### src/rtl/core/wlm_pkg.sv
// Shared constants and types of the window local maximum marker.
// No dependencies; imported by every module of the block but wlm_ram.
`default_nettype none

package wlm_pkg;

    // configuration port
    localparam int CFG_W     = 11;
    localparam int CFG_IDX_W = 2;
    localparam logic [CFG_IDX_W-1:0] REG_FRAME_WIDTH  = 2'd0;
    localparam logic [CFG_IDX_W-1:0] REG_FRAME_HEIGHT = 2'd1;
    localparam logic [CFG_W-1:0]     RESET_DIM        = 11'd256;

    // parameter defaults
    localparam int DEF_MAX_WIDTH   = 1024;
    localparam int DEF_RADIUS      = 1;
    localparam int DEF_SAMPLE_BITS = 16;

    // result word
    localparam int POS_W        = 10;
    localparam int M_TDATA_W    = 24;
    localparam int M_TDATA_PAD  = M_TDATA_W - 2 * POS_W;

    // result queue and settle time of the derived frame registers
    localparam int Q_DEPTH       = 4;
    localparam int Q_AW          = $clog2(Q_DEPTH);
    localparam int Q_CW          = $clog2(Q_DEPTH + 1);
    localparam int SETTLE_CYCLES = 3;
    localparam int SETTLE_W      = 2;

    typedef struct packed {
        logic adv;   // word moves the frame forward
        logic emit;  // word releases a result
        logic last;  // word is the last one of the frame
    } t_step;

    typedef struct packed {
        logic a_res; // result pending in the window load stage
        logic b_res; // result pending in the compare stage
    } t_pipe_stat;

    typedef struct packed {
        logic             is_max;
        logic [POS_W-1:0] row;
        logic [POS_W-1:0] col;
        logic             last;
    } t_result;

endpackage

`default_nettype wire

### src/rtl/core/wlm_out_q.sv
// Small result queue that decouples the compare stage from the output handshake.
// Depends on wlm_pkg.
`default_nettype none

module wlm_out_q
    import wlm_pkg::*;
(
    input  wire logic            i_clk,
    input  wire logic            i_rst_n,
    input  wire logic            i_push,
    input  wire t_result         i_res,
    output logic [Q_CW-1:0]      o_count,
    output logic                 o_valid,
    input  wire logic            i_ready,
    output t_result              o_res
);

    t_result           r_mem [Q_DEPTH];
    logic [Q_AW-1:0]   r_wr_ptr, r_rd_ptr;
    logic [Q_CW-1:0]   r_count, n_count;
    logic              pop;

    assign pop     = (r_count != '0) && i_ready;
    assign o_valid = r_count != '0;
    assign o_res   = r_mem[r_rd_ptr];
    assign o_count = r_count;

    always_comb begin
        n_count = r_count;
        if (i_push && !pop) begin
            n_count = r_count + Q_CW'(1);
        end else if (pop && !i_push) begin
            n_count = r_count - Q_CW'(1);
        end
    end

    always_ff @(posedge i_clk) begin
        if (i_push) begin
            r_mem[r_wr_ptr] <= i_res;
        end
    end

    always_ff @(posedge i_clk) begin
        if (!i_rst_n) begin
            r_wr_ptr <= '0;
            r_rd_ptr <= '0;
            r_count  <= '0;
        end else begin
            if (i_push) begin
                r_wr_ptr <= r_wr_ptr + Q_AW'(1);
            end
            if (pop) begin
                r_rd_ptr <= r_rd_ptr + Q_AW'(1);
            end
            r_count <= n_count;
        end
    end

endmodule

`default_nettype wire

### config.mk
export PLATFORM = sky130hd
export DESIGN_NAME = wlm_out_q
export DESIGN_NICKNAME = d
export VERILOG_FILES = /design/src/rtl/core/wlm_pkg.sv /design/src/rtl/core/wlm_out_q.sv
export SDC_FILE = /design/constraint.sdc
export NUM_CORES = 1
export LEC_CHECK = 0
export BUFFER_PORTS_ARGS = -buffer_cell sky130_fd_sc_hd__buf_2
export CAP_MARGIN = 20
export CORE_ASPECT_RATIO = 1.1
export CORE_MARGIN = 2
export CORE_UTILIZATION = 40
export CTS_BUF_LIST = sky130_fd_sc_hd__clkbuf_8 sky130_fd_sc_hd__clkbuf_16
export DETAILED_ROUTE_END_ITERATION = 10
export GPL_TIMING_DRIVEN = 1
export HOLD_SLACK_MARGIN = 0.12
export SKIP_LAST_GASP = 1
export SYNTH_ARGS = -nofsm -noshare
export SYNTH_HDL_FRONTEND = slang
export SYNTH_SLANG_ARGS = --single-unit
export TNS_END_PERCENT = 5
### constraint.sdc
create_clock -name i_clk -period 2.54 [get_ports i_clk]
set_input_delay 0.508 -clock i_clk [delete_from_list [all_inputs] [get_ports i_clk]]
set_output_delay 0.508 -clock i_clk [all_outputs]
set_load 0.01 [all_outputs]
==> summary.txt <==
Final layout
  • Non-Filler Instances: 340
  • Fin area: 4293 um^2
  • Area Growth Syn to Fin: 17.70%
  • Antenna diodes: 0
  • Final core utilization: 0.4838
  • Post-layout nets: 253
  • Share of layout cells above drive strength 1: 0.4204

Min path
  • Hold Crit Class: input port to register

CTS
  • CTS tree: built
  • Reg clk slew, reported paths: 0.09 ns
  • Hold buffers post-CTS: 0
  • Clock latency on the worst-skew pair: 0.35 ns
  • CTS buffer count: 9
  • Postcts setup bufs: 0
  • H-tree levels: 3
  • Root buffer cell: clkbuf_8
  • Max Root-Sink Buffers: 2
  • Post-cts sizing count: 0
  • CTS sink count: 97

Logic synthesis
  • EDFF count, synth: 88
  • Syn avg cell area: 23.38 um^2
  • Top post-synthesis cells by area: edfxtp_1, mux4_2, dfxtp_1
  • Cell area after synthesis: 3647 um^2
  • Yosys top cell area share: 0.7245
  • Ys Warns: 0
  • Post-Syn Instances: 156
  • Most used DFF post-synth: edfxtp_1
  • Register bit total from synthesis: 97
  • Sequential fraction of the synthesis area: 0.7739
  • Post-synth top cells: edfxtp_1, mux4_2, and2_1, dfxtp_1, ha_1
  • Top-count cell post-synth: edfxtp_1
  • Post-synth ARST share: 0
  • Synth cell types: 19
  • Cell taking the most area after synthesis: edfxtp_1
  • Synthesized Nets: 188

Global routing
  • Largest net degree at the start of global routing: 18
  • Vias in the first global route: 1,820
  • First-pass GRT wire length: 9535 um
  • GRT Total Usage: 0.1318
  • GR Overflow Total: 0
  • Initial antenna violation count: 0

Placed design
  • Routability cong.: 0.6896
  • Pre-CTS setup slack: 0.5263 ns
  • Placed Instance Area: 4129 um^2
  • IO buf count: 51
  • Placed cells: 324
  • Post-DP HPWL: 3977 um

Worst setup path
  • Critical path launch point type: register
  • Reg2reg end: o_count[2]
  • R2R depth: 7
  • CP endpoint: o_res[5]
  • Crit path DAT: 1.82 ns
  • CP Capture Type: output port
  • CP Data Required Time: 2.03 ns
  • Worst R2R Setup Slack: 0.54 ns
  • Worst reg2reg startpoint: o_count[1]
  • CP Class: register to output port
  • Critical path peak fanout: 13

Floorplan
  • Full die area: 9899 um^2
  • Die height: 104.2 um
  • Initial Utilization: 0.4110
  • # rows: 36
  • Die W: 95.05 um
  • Core ar.: 8874 um^2
  • I/O pin total: 52

STA
  • Max Transition Viols Final: 0
  • Worst-case headroom to the max-slew limit: 0.6761
  • Tmin final: 2.328 ns
  • Setup-failing EPs final: 0
  • Fin. Hold Viols: 0
  • RSZ-0062 raised after global routing: false
  • Fin Hold WS: 0.3631 ns
  • Actual slew at the worst max-slew pin: 0.4858 ns
  • Final setup margin: 0.2117 ns
  • Setup tns final: 0 ns
  • Period utilisation layout: 0.9166
  • Clock skew: 0.006580 ns
  • F_max: 0.4295 GHz

Route
  • Via/cell ratio: 4.885
  • WL/cell: 17.32 um
  • Post-Route WL: 5890 um
  • Via count: 1,661
  • Routed Antenna Nets: 0
  • TritonRoute pass-1 iters: 4
  • Initial drt markers: 63
  • DRC violations left: 0

Power
  • Total power: 3.687 mW
  • Static leakage: 1.471 nW
  • Power Density: 859.0 nW/um^2
  • VDD IR max: 0.0004705 V

Run
  • Max-cap violations: 0

Outcome
  • Status: finished, final reports clean
## state kept, by name (all words and copies together), names as in the netlist, named ones only
signal,cells
r_rd_ptr,2
o_count,3
r_mem,88
r_wr_ptr,2
## power breakdown
part	switching, mW	internal [mW]	total, mW	leakage, nW
clock	0.494	0.345	0.839	0.0836
combinational	0.391	0.496	0.887	0.504
sequential	0.109	1.85	1.96	0.883
## area by class of cell
class | count | area, um^2
Timing Repair Buffer | 58 | 370.4
Fill cell | 716 | 4581
Inverter | 3 | 11.26
Sequential cell | 97 | 2824
Multi-Input combinational cell | 52 | 780.7
Clock buffer | 9 | 123.9
Tap cell | 114 | 142.6
Clock inverter | 7 | 40.04
## cell usage in the layout, fill, tap and decap left out, types with 2 or more instances in the layout
cell,n
edfxtp_1,88
buf_2,51
mux4_2,20
and2_1,9
clkbuf_8,9
dfxtp_1,8
inv_1,5
ha_1,5
buf_12,5
xnor2_1,3
clkinvlp_4,3
or3_1,2
mux4_1,2
xor2_1,2
mux2i_1,2
nor2b_1,2
clkinv_2,2
buf_4,2
## how the worst min path moves through the flow
stage | startpoint | endpoint | cells after the start
after global routing | i_res[6] | r_mem[0][6] | 1
after global placement | r_wr_ptr[1] | r_wr_ptr[1] | 2
after detailed placement | r_wr_ptr[1] | r_wr_ptr[1] | 2
after floorplan | r_wr_ptr[1] | r_wr_ptr[1] | 2
after CTS | i_res[6] | r_mem[3][6] | 1
final | i_res[5] | r_mem[3][5] | 1
## worst max-delay path: stages (launching register included)
cell and delay [ns]:
dfxtp_2 0.57, buf_12 0.22, mux4_2 0.51, buf_2 0.15
## logic make-up (layout without fill, tap and decap cells)
kind of cell,Yosys count,count (layout),synth area share
adders and majority gates,6,6,0.02264
AOI/OAI and AO/OA,4,4,0.01372
DFF,97,97,0.7739
buffers and inverters,7,77,0.01201
xor gates and xnor gates,5,5,0.01201
and+or+nand+nor,13,13,0.02230
muxes,24,24,0.1434
## per-layer routing
layer	share of wire	wire length, um	vias to the layer above	global-route usage
met5	0	0	-	0
met4	0.014	82	0	0.05901
met3	0.052	304	10	0.03841
met2	0.53	3118	39	0.2188
met1	0.40	2385	845	0.1574
li1	-	-	767	-
Power figures use the tool's default switching activity.
