`src/rtl/core/wlm_pkg.sv`:
```
// Shared constants and types of the window local maximum marker.
// No dependencies; imported by every module of the block but wlm_ram.
`default_nettype none

package wlm_pkg;

    // configuration port
    localparam int CFG_W     = 11;
    localparam int CFG_IDX_W = 2;
    localparam logic [CFG_IDX_W-1:0] REG_FRAME_WIDTH  = 2'd0;
    localparam logic [CFG_IDX_W-1:0] REG_FRAME_HEIGHT = 2'd1;
    localparam logic [CFG_W-1:0]     RESET_DIM        = 11'd256;

    // parameter defaults
    localparam int DEF_MAX_WIDTH   = 1024;
    localparam int DEF_RADIUS      = 1;
    localparam int DEF_SAMPLE_BITS = 16;

    // result word
    localparam int POS_W        = 10;
    localparam int M_TDATA_W    = 24;
    localparam int M_TDATA_PAD  = M_TDATA_W - 2 * POS_W;

    // result queue and settle time of the derived frame registers
    localparam int Q_DEPTH       = 4;
    localparam int Q_AW          = $clog2(Q_DEPTH);
    localparam int Q_CW          = $clog2(Q_DEPTH + 1);
    localparam int SETTLE_CYCLES = 3;
    localparam int SETTLE_W      = 2;

    typedef struct packed {
        logic adv;   // word moves the frame forward
        logic emit;  // word releases a result
        logic last;  // word is the last one of the frame
    } t_step;

    typedef struct packed {
        logic a_res; // result pending in the window load stage
        logic b_res; // result pending in the compare stage
    } t_pipe_stat;

    typedef struct packed {
        logic             is_max;
        logic [POS_W-1:0] row;
        logic [POS_W-1:0] col;
        logic             last;
    } t_result;

endpackage

`default_nettype wire

```
`src/rtl/core/wlm_ctrl.sv`:
```
// Frame control: config registers, clamped dimensions, stream and result counters.
// Depends on wlm_pkg.
`default_nettype none

module wlm_ctrl
    import wlm_pkg::*;
#(
    parameter int MAX_WIDTH = DEF_MAX_WIDTH,
    parameter int RADIUS    = DEF_RADIUS,
    localparam int DIM_W    = $clog2(MAX_WIDTH + 1),
    localparam int AW       = $clog2(MAX_WIDTH)
) (
    input  wire logic                 i_clk,
    input  wire logic                 i_rst_n,
    input  wire logic                 i_cfg_valid,
    output logic                      o_cfg_ready,
    input  wire logic [CFG_IDX_W-1:0] i_cfg_index,
    input  wire logic [CFG_W-1:0]     i_cfg_data,
    input  wire logic                 i_s_tvalid,
    output logic                      o_s_tready,
    input  wire logic                 i_fill,
    input  wire logic [Q_CW-1:0]      i_q_count,
    input  wire t_pipe_stat           i_stat,
    output t_step                     o_step,
    output logic      [AW-1:0]        o_addr,
    output logic      [DIM_W-1:0]     o_row,
    output logic      [DIM_W-1:0]     o_col,
    output logic      [DIM_W-1:0]     o_w,
    output logic      [DIM_W-1:0]     o_h
);

    localparam int AREA_W = 2 * DIM_W;
    localparam int LAG_W  = DIM_W + $clog2(RADIUS + 1) + 1;
    localparam int KW     = 2 * DIM_W + 1;

    function automatic logic [DIM_W-1:0] clamp_dim(input logic [CFG_W-1:0] v);
        if (v == '0) begin
            return DIM_W'(1);
        end else if (32'(v) > MAX_WIDTH) begin
            return DIM_W'(MAX_WIDTH);
        end else begin
            return DIM_W'(v);
        end
    endfunction

    logic [CFG_W-1:0]    r_raw_w, r_raw_h;
    logic [SETTLE_W-1:0] r_settle;
    logic [DIM_W-1:0]    r_wc, r_hc;
    logic [AREA_W-1:0]   r_area;
    logic [LAG_W-1:0]    r_lag;
    logic [KW-1:0]       r_total;
    logic [KW-1:0]       r_k, n_k;
    logic [DIM_W-1:0]    r_in_col, n_in_col;
    logic [DIM_W-1:0]    r_p_row, n_p_row;
    logic [DIM_W-1:0]    r_p_col, n_p_col;

    logic cfg_hit;
    logic accept;
    logic in_frame;
    logic bubble;
    logic emit;
    logic last;

    assign o_cfg_ready = 1'b1;
    assign cfg_hit = i_cfg_valid &&
                     (i_cfg_index == REG_FRAME_WIDTH || i_cfg_index == REG_FRAME_HEIGHT);

    // credit check: queue entries plus results still in flight
    assign o_s_tready = (r_settle == '0) &&
        ((32'(i_q_count) + 32'(i_stat.a_res) + 32'(i_stat.b_res)) < Q_DEPTH);

    assign accept   = i_s_tvalid && o_s_tready;
    assign in_frame = r_k < KW'(r_area);
    assign bubble   = in_frame && i_fill;
    assign emit     = r_k >= KW'(r_lag);
    assign last     = r_k == (r_total - KW'(1));

    assign o_step = '{adv: accept && !bubble, emit: emit, last: last};
    assign o_addr = r_in_col[AW-1:0];
    assign o_row  = r_p_row;
    assign o_col  = r_p_col;
    assign o_w    = r_wc;
    assign o_h    = r_hc;

    // derived frame sizes, one step per cycle
    always_ff @(posedge i_clk) begin
        r_wc    <= clamp_dim(r_raw_w);
        r_hc    <= clamp_dim(r_raw_h);
        r_area  <= AREA_W'(r_wc) * AREA_W'(r_hc);
        r_lag   <= LAG_W'(RADIUS * int'(r_wc) + RADIUS);
        r_total <= KW'(r_area) + KW'(r_lag);
    end

    always_comb begin
        n_k      = r_k;
        n_in_col = r_in_col;
        n_p_row  = r_p_row;
        n_p_col  = r_p_col;
        if (o_step.adv) begin
            if (last) begin
                n_k      = '0;
                n_in_col = '0;
                n_p_row  = '0;
                n_p_col  = '0;
            end else begin
                n_k = r_k + KW'(1);
                if (r_in_col == r_wc - DIM_W'(1)) begin
                    n_in_col = '0;
                end else begin
                    n_in_col = r_in_col + DIM_W'(1);
                end
                if (emit) begin
                    if (r_p_col == r_wc - DIM_W'(1)) begin
                        n_p_col = '0;
                        n_p_row = r_p_row + DIM_W'(1);
                    end else begin
                        n_p_col = r_p_col + DIM_W'(1);
                    end
                end
            end
        end
    end

    always_ff @(posedge i_clk) begin
        if (!i_rst_n) begin
            r_raw_w  <= RESET_DIM;
            r_raw_h  <= RESET_DIM;
            r_settle <= SETTLE_W'(SETTLE_CYCLES);
            r_k      <= '0;
            r_in_col <= '0;
            r_p_row  <= '0;
            r_p_col  <= '0;
        end else if (cfg_hit) begin
            // a write restarts the frame and holds input off while sizes settle
            if (i_cfg_index == REG_FRAME_WIDTH) begin
                r_raw_w <= i_cfg_data;
            end else begin
                r_raw_h <= i_cfg_data;
            end
            r_settle <= SETTLE_W'(SETTLE_CYCLES);
            r_k      <= '0;
            r_in_col <= '0;
            r_p_row  <= '0;
            r_p_col  <= '0;
        end else begin
            if (r_settle != '0) begin
                r_settle <= r_settle - SETTLE_W'(1);
            end
            r_k      <= n_k;
            r_in_col <= n_in_col;
            r_p_row  <= n_p_row;
            r_p_col  <= n_p_col;
        end
    end

endmodule

`default_nettype wire

```
`config.mk`:
```
export PLATFORM = sky130hd
export DESIGN_NAME = wlm_ctrl
export DESIGN_NICKNAME = d
export VERILOG_FILES = /design/src/rtl/core/wlm_pkg.sv /design/src/rtl/core/wlm_ctrl.sv
export SDC_FILE = /design/constraint.sdc
export NUM_CORES = 1
export LEC_CHECK = 0
export BUFFER_PORTS_ARGS = -buffer_cell sky130_fd_sc_hd__buf_2
export CORE_MARGIN = 3
export CORE_UTILIZATION = 35
export CTS_BUF_LIST = sky130_fd_sc_hd__clkbuf_2 sky130_fd_sc_hd__clkbuf_4 sky130_fd_sc_hd__clkbuf_8
export DETAILED_ROUTE_END_ITERATION = 10
export PLACE_DENSITY = 0.49
export SLEW_MARGIN = 10
export SYNTH_ARGS = -nofsm -noshare
export SYNTH_HDL_FRONTEND = slang
export SYNTH_SLANG_ARGS = --single-unit
```
`constraint.sdc`:
```
create_clock -name i_clk -period 9.17 [get_ports i_clk]
set_input_delay 0 -clock i_clk [delete_from_list [all_inputs] [get_ports i_clk]]
set_output_delay 0 -clock i_clk [all_outputs]
set_load 0.01 [all_outputs]
```
==> results.cfg, run 1 <==
[pwr]
clkPwrFrac_pct = 33.4
p_per_area_mw_per_mm2 = 109
intPower_mw = 1.06
p_seq_share_pct = 50.5
power_switching_mw = 0.443
power_frac_comb_pct = 16.1
switching_share_pct = 29.5
p_leak_nw = 6.36
ir_worst_vdd_mv = 0.0979

[timing]
fin_ws_ns = 3.15
rsz0062_at_grt = no
finalSetupTns_ns = 0
holdWs_ns = 0.0325
finalCritPeriodShare_pct = 65.7
finalMaxSlewViolations = 0
tightest_slew_ns = 0.912
fmax_mhz = 166
slew_headroom_pct = 38.4
fin_crit_ns = 6.02
skew_ns = 0.0146
hold_viol = 0
setup_violations = 0

[floorplan]
coreArea_mm2 = 0.0350
start_util_pct = 35.9
io_pins = 82
dieArea_mm2 = 0.0382
rows = 68
fp.dieH_um = 196
die_x_um = 196

[cts]
insertion_delay_ns = 0.48
cts-htree-levels = 4
cts.reportedPaths.clkPinSlew_ns = 0.08
numCtsBuffers = 17
cts_buffer_depth = 2
cts_root_buf = clkbuf_8
post_cts_buffers = 0
cts_tree = yes
cts_resized = 0
clock_sinks = 159

[hold_path]
hold_class = input pin to flop

[drt]
drt_iter0_markers = 412
drc = 0
wirelength_mm = 32.3
ant_nets = 0
vias = 9520
post_drt_wl_per_cell_um = 16.5
drtPass1Iterations = 5
viasPerCell = 4.88

[logic_synthesis]
synth_fp_nets = 1651
synth-seq-cells = 159
syn_inst = 1433
yosysSeqAreaShare_pct = 25.3
synthDistinctLibCells = 73
ys_warn_count = 0
synthesis.area_mm2 = 0.0126
synth_flop_cell = dfxtp_1
synth_edf_count = 0
syn_area_per_cell_um2 = 8.77
async_reset_ff_share_pct = 0

[critical_path]
crit_path_start_kind = flop
critPathTopFamily = adder cells
worst-path-buf-inv = 3
cp_slowest_cell = dfxtp_1
critPathKind = flop to flop
max_stage_delay_ns = 0.81
critPathMaxFanout = 21
crit_top_cell = fa_1
cp.arrival_ns = 6.39
crit_required_ns = 9.54
worstPathCellList = nand2_1, fa_1, fa_1, fa_1, inv_1, fa_1, inv_1, fa_1, inv_1, ha_1, a21oi_1, nand2_1, o221ai_1, o2111ai_1, a31oi_1, nor2b_1, o21a_1, o41a_1, xnor2_1
cp-end-kind = flop

[grt]
grt_max_degree = 33
antenna_found_initial = 0
grt_pass1_wl_mm = 52.8
grt_pass1_vias = 9555
grt_util_all_layers_pct = 17.3
grt_overflow = 0

[outcome]
status = finished, final reports clean

[layout]
nNetsFinal = 1701
diodes = 0
syn_to_final_growth_pct = 9.73
drive_gt1_share_pct = 9.30
mostFrequentLayoutCell = dfxtp_1
final_cell_mix = 159 x dfxtp_1, 157 x inv_1, 114 x nor2_1, 114 x ha_1, 99 x nand2_1

[run]
maxCapViolations = 0

[placement]
gp_congestion = 0.830
dp_hpwl_mm = 25.5
pre_cts_ws_ns = 3.12
io_buffer_count = 80
logic make-up (layout without fill, tap and decap cells):
group | Yosys count | in the layout | share of synthesized area (%)
XOR/XNOR | 142 | 142 | 9.89
AO/OA/AOI/OAI | 151 | 151 | 8.41
buffers and inverters | 228 | 290 | 7.27
flip-flops | 159 | 159 | 25.3
AND/OR/NAND/NOR | 527 | 527 | 22.4
other | 1 | 1 | 0.0298
adder cells (fa/ha/maj) | 195 | 195 | 24.2
multiplexers | 30 | 30 | 2.41
metal layers:
layer / track usage [%] / vias to the layer above / part of all wire, %
met3: 3.43 / 27 / 3.5
li1: - / 4856 / -
met1: 23.9 / 4511 / 49
met2: 27.5 / 126 / 45
met5: 0 / - / 0
met4: 5.02 / 0 / 2.0
power by group through the flow:
stage | logic [mW] | registers, mW | clock network, mW
2_1_floorplan | 0.191 | 0.750 | 0
5_1_grt | 0.275 | 0.763 | 0.548
3_5_place_dp | 0.241 | 0.774 | 0
4_1_cts | 0.246 | 0.758 | 0.524
6_report | 0.242 | 0.758 | 0.501
3_3_place_gp | 0.239 | 0.774 | 0
worst register-to-register path, cell delays in order, from the launching register on:
cell	delay [ns]
dfxtp_1	0.81
nand2_1	0.17
fa_1	0.60
fa_1	0.46
fa_1	0.50
inv_1	0.05
fa_1	0.52
inv_1	0.05
fa_1	0.53
inv_1	0.04
ha_1	0.34
a21oi_1	0.25
nand2_1	0.07
o221ai_1	0.34
o2111ai_1	0.20
a31oi_1	0.27
nor2b_1	0.08
o21a_1	0.19
o41a_1	0.32
xnor2_1	0.13
sequential cells by signal (all words and copies together), names as in the netlist:
name      flops
o_h          11
r_area       22
r_raw_w      11
o_w          11
r_in_col     11
o_col        11
r_total      23
o_row        11
r_raw_h      11
r_k          23
r_settle      2
r_lag        12
repair_timing:
item | in CTS | in global routing
endpoints found under the setup margin | 0 | 0
endpoints found under the hold margin | 22 | 0
hold buffers | 13 | 0
path summary, 6_finish.rpt:
path / startpoint / end / slack (ns) / depth (start not counted)
worst max-delay path: o_w[5] / r_area[21] / 3.15 / 19
worst min register to register: r_raw_h[9] / o_h[9] / 0.48 / 2
worst max register to register: o_w[5] / r_area[21] / 3.15 / 19
worst min-delay path: i_cfg_index[0] / r_raw_w[0] / 0.03 / 4
cell usage after synthesis, drive strengths merged (3+ instances only):
library cell | number | area (um2)
a31oi | 8 | 50.1
mux2i | 28 | 280
nor4b | 3 | 41.3
nor2 | 114 | 428
a211o | 4 | 35.0
nor4 | 17 | 119
and2 | 75 | 469
or4 | 13 | 109
clkbuf | 51 | 191
o21a | 7 | 52.6
o22ai | 4 | 25.0
nand3b | 4 | 30.0
inv | 157 | 589
o211ai | 11 | 82.6
o21bai | 3 | 22.5
a21o | 7 | 52.6
fa | 81 | 1620
a21oi | 27 | 135
nand2b | 11 | 68.8
o2111ai | 7 | 78.8
and3 | 28 | 175
xor2 | 70 | 613
o41a | 3 | 33.8
nor3b | 4 | 30.0
xnor2 | 72 | 631
o211a | 3 | 30.0
a211oi | 8 | 65.1
nand2 | 99 | 372
o31ai | 11 | 82.6
dfxtp | 159 | 3180
nand4b | 4 | 35.0
nand3 | 35 | 175
ha | 114 | 1430
and4 | 7 | 61.3
buf | 20 | 133
or3 | 12 | 75.1
nor2b | 47 | 294
o21ai | 31 | 159
nand4 | 25 | 156
nor3 | 20 | 100
cell type report:
class / instances / area (um2)
tap: 455 / 569
inverter: 157 / 589
multi-input combinational: 1046 / 8480
sequential: 159 / 3180
timing repair buffer: 102 / 602
fill: 3539 / 21200
clock buffer: 22 / 284
clock inverter: 9 / 85.1
stage by stage:
stage / area [um2] / util, % / instances / power, mW
final: 13800 / 39.4 / 1950 / 1.50
after detailed placement: 13300 / 38.0 / 1905 / 1.01
after global routing: 13800 / 39.4 / 1950 / 1.59
after global placement: 13300 / 38.0 / 1905 / 1.01
after CTS: 13800 / 39.4 / 1949 / 1.53
after floorplan: 12600 / - / 1433 / 0.941
Note: power is estimated with default switching activity, not from simulation.
==> inputs of run 2 (changes only) <==
Settings changed: ABC_AREA from default to 1, PLACE_DENSITY 0.49 to 0.51.
Clock period 9.17 ns to 5.1 ns, I/O delays scaled along.
==> run 2 against run 1 <==
Maximum frequency is 25% higher. Flip-flop and latch count is the same. Combinational power increased to 4.2 times the previous value. Clock skew increased by 0.0015 ns.
==> results.cfg, run 2 <==
[outcome]
status = finished, final reports clean

[placement]
dpl.cell_count = 2456
io_buffer_count = 80
dp_hpwl_mm = 28.9
gp_congestion = 0.856
pre_cts_ws_ns = 0.0798

[layout]
diodes = 0
syn_to_final_growth_pct = 11.8
fillers = 4078
multi_input_area_mm2 = 0.00874
layout.cells.non_filler = 2503
final_cell_mix = 400 x nand2_1, 348 x inv_1, 175 x nor2_1, 148 x dfxtp_1, 121 x a21oi_1
drive_gt1_share_pct = 9.74
mostFrequentLayoutCell = nand2_1
register_area_mm2 = 0.00320
fin_util_pct = 39.9
nNetsFinal = 2197
largestRegisters = r_k: 23 flops, r_total: 23 flops, r_area: 22 flops

[floorplan]
dieArea_mm2 = 0.0411
start_util_pct = 35.7
coreArea_mm2 = 0.0379
die_x_um = 203
rows = 71
fp.dieH_um = 203
io_pins = 82

[grt]
grt_util_all_layers_pct = 17.7
grt_max_degree = 46
grt_overflow = 0
grt_pass1_vias = 11700
grt_pass1_wl_mm = 59.5
antenna_found_initial = 0

[logic_synthesis]
synth-seq-cells = 159
synthesis.area_mm2 = 0.0135
yosysSeqAreaShare_pct = 23.5
async_reset_ff_share_pct = 0
synth_flop_cell = dfxtp_1
synth_area_leader_cell = dfxtp_1
ys_warn_count = 0
synth.most_common_cell = nand2_1
syn_inst = 1903
synth_area_leaders = dfxtp_1 23%, fa_1 12%, nand2_1 11%
synth_commonest_cells = 400 x nand2_1, 348 x inv_1, 176 x nor2_1, 159 x dfxtp_1, 121 x a21oi_1
yosysTopAreaCellShare_pct = 23.5
synth_edf_count = 0
syn_area_per_cell_um2 = 7.12
synth_fp_nets = 2121
synthDistinctLibCells = 56

[pwr]
power_switching_mw = 1.32
switching_share_pct = 36.9
clkPwrFrac_pct = 31.1
power_frac_comb_pct = 28.6
intPower_mw = 2.26
p_seq_share_pct = 40.3
p_per_area_mw_per_mm2 = 237
p_total_mw = 3.58
p_leak_nw = 7.68
ir_worst_vdd_mv = 0.169

[critical_path]
critPathKind = flop to flop
r2r_cells = 22
cp-end-kind = flop
crit_path_start_kind = flop
critPathMaxFanout = 6
crit_required_ns = 5.47
cp.arrival_ns = 5.20

[drt]
drt_iter0_markers = 659
viasPerCell = 4.70
wirelength_mm = 36.0
vias = 11800
ant_nets = 0
drtPass1Iterations = 5
post_drt_wl_per_cell_um = 14.4
drc = 0

[cts]
numCtsBuffers = 17
cts_buffer_depth = 2
insertion_delay_ns = 0.47
cts-htree-levels = 4
cts_root_buf = clkbuf_8
post_cts_buffers = 0
cts_tree = yes
clock_sinks = 159
cts.reportedPaths.clkPinSlew_ns = 0.10

[timing]
hold_viol = 0
setup_violations = 0
fin_crit_ns = 4.83
tightest_slew_ns = 0.943
fin_ws_ns = 0.272
finalCritPeriodShare_pct = 94.7
finalMaxSlewViolations = 0
holdWs_ns = 0.130
slew_headroom_pct = 37.1
skew_ns = 0.0161
fmax_mhz = 207

[hold_path]
hold_class = input pin to flop
hold-path-cell-count = 5

[run]
maxCapViolations = 0
## run 2: cell types whose count changed after synthesis, moves of 12 or more
cell	delta
xnor2_1	-46
inv_1	+191
mux2i_1	-28
and3_1	-27
and2_1	-71
nand4_1	+14
buf_2	+12
nand2_1	+301
nand3_1	+72
a21oi_1	+94
nor2_1	+62
o21ai_0	+25
nor2b_1	-47
## run 2: through the flow
| step | setup TNS [ns] | cell area, um2 |
|---|---|---|
| global placement | 0 | 14500 |
| floorplan | 0 | 13600 |
| CTS | 0 | 15100 |
| finish | 0 | 15100 |
| global route | -0.00150 | 15100 |
| detailed placement | 0 | 14500 |
## run 2: final timing paths
check,endpoint,start,slack (ns)
worst max register to register,r_area[19],o_h[3],0.27
worst min-delay path,r_k[15],i_fill,0.13
worst min register to register,o_w[10],r_raw_w[10],0.37
worst max-delay path,r_area[19],o_h[3],0.27
## run 2: what timing repair did
item,CTS,global route
setup endpoints to repair,0,6
hold buffers,15,0
gates resized for setup,0,20
hold endpoints to repair,22,0
## run 2: layout make-up
cell class	count	share of cell area (%)
Clock buffer	17	1.54
Clock inverter	15	1.44
Inverter	351	8.70
Multi-Input combinational cell	1322	57.7
Sequential cell	159	21.1
Tap cell	511	4.22
Timing Repair Buffer	128	5.29
## run 2: cells by family after synthesis
kind of cell / count (synthesis) / synth area share, %
buffers and inverters: 422 / 12.3
other: 1 / 0.0277
AOI/OAI and AO/OA: 207 / 8.38
and+or+nand+nor: 816 / 26.6
DFF: 159 / 23.5
adders and majority gates: 195 / 22.5
xor gates and xnor gates: 103 / 6.76
## run 2: critical path: stages, from the launching register on
cell and delay, ns:
dfxtp_1 0.36, buf_4 0.16, nand2_1 0.08, fa_1 0.51, inv_1 0.06, fa_1 0.51, fa_1 0.44, fa_1 0.54
inv_1 0.05, fa_1 0.52, inv_1 0.04, ha_1 0.34, nand2_1 0.11, nor2_2 0.14, nand2_1 0.06, o211ai_1 0.11
a31oi_1 0.10, o21ai_1 0.22, nand2_1 0.10, nor2_1 0.12, nor2_1 0.05, nand2_1 0.06, nand2_1 0.04
## run 2: per-layer routing
| metal | up-vias | global-route usage (%) | share of wire [%] |
|---|---|---|---|
| met5 | - | 0 | 0 |
| met4 | 0 | 4.58 | 1.7 |
| met3 | 37 | 2.58 | 3.2 |
| met2 | 188 | 29.6 | 46 |
| met1 | 5433 | 24.1 | 49 |
| li1 | 6103 | - | - |
## run 2: power by group through the flow
stage / combinational [mW] / clock, mW / sequential, mW
finish: 1.02 / 1.12 / 1.45
detailed placement: 1.01 / 0 / 1.47
global route: 1.17 / 1.20 / 1.46
CTS: 1.02 / 1.15 / 1.44
global placement: 1.00 / 0 / 1.47
floorplan: 0.755 / 0 / 1.43
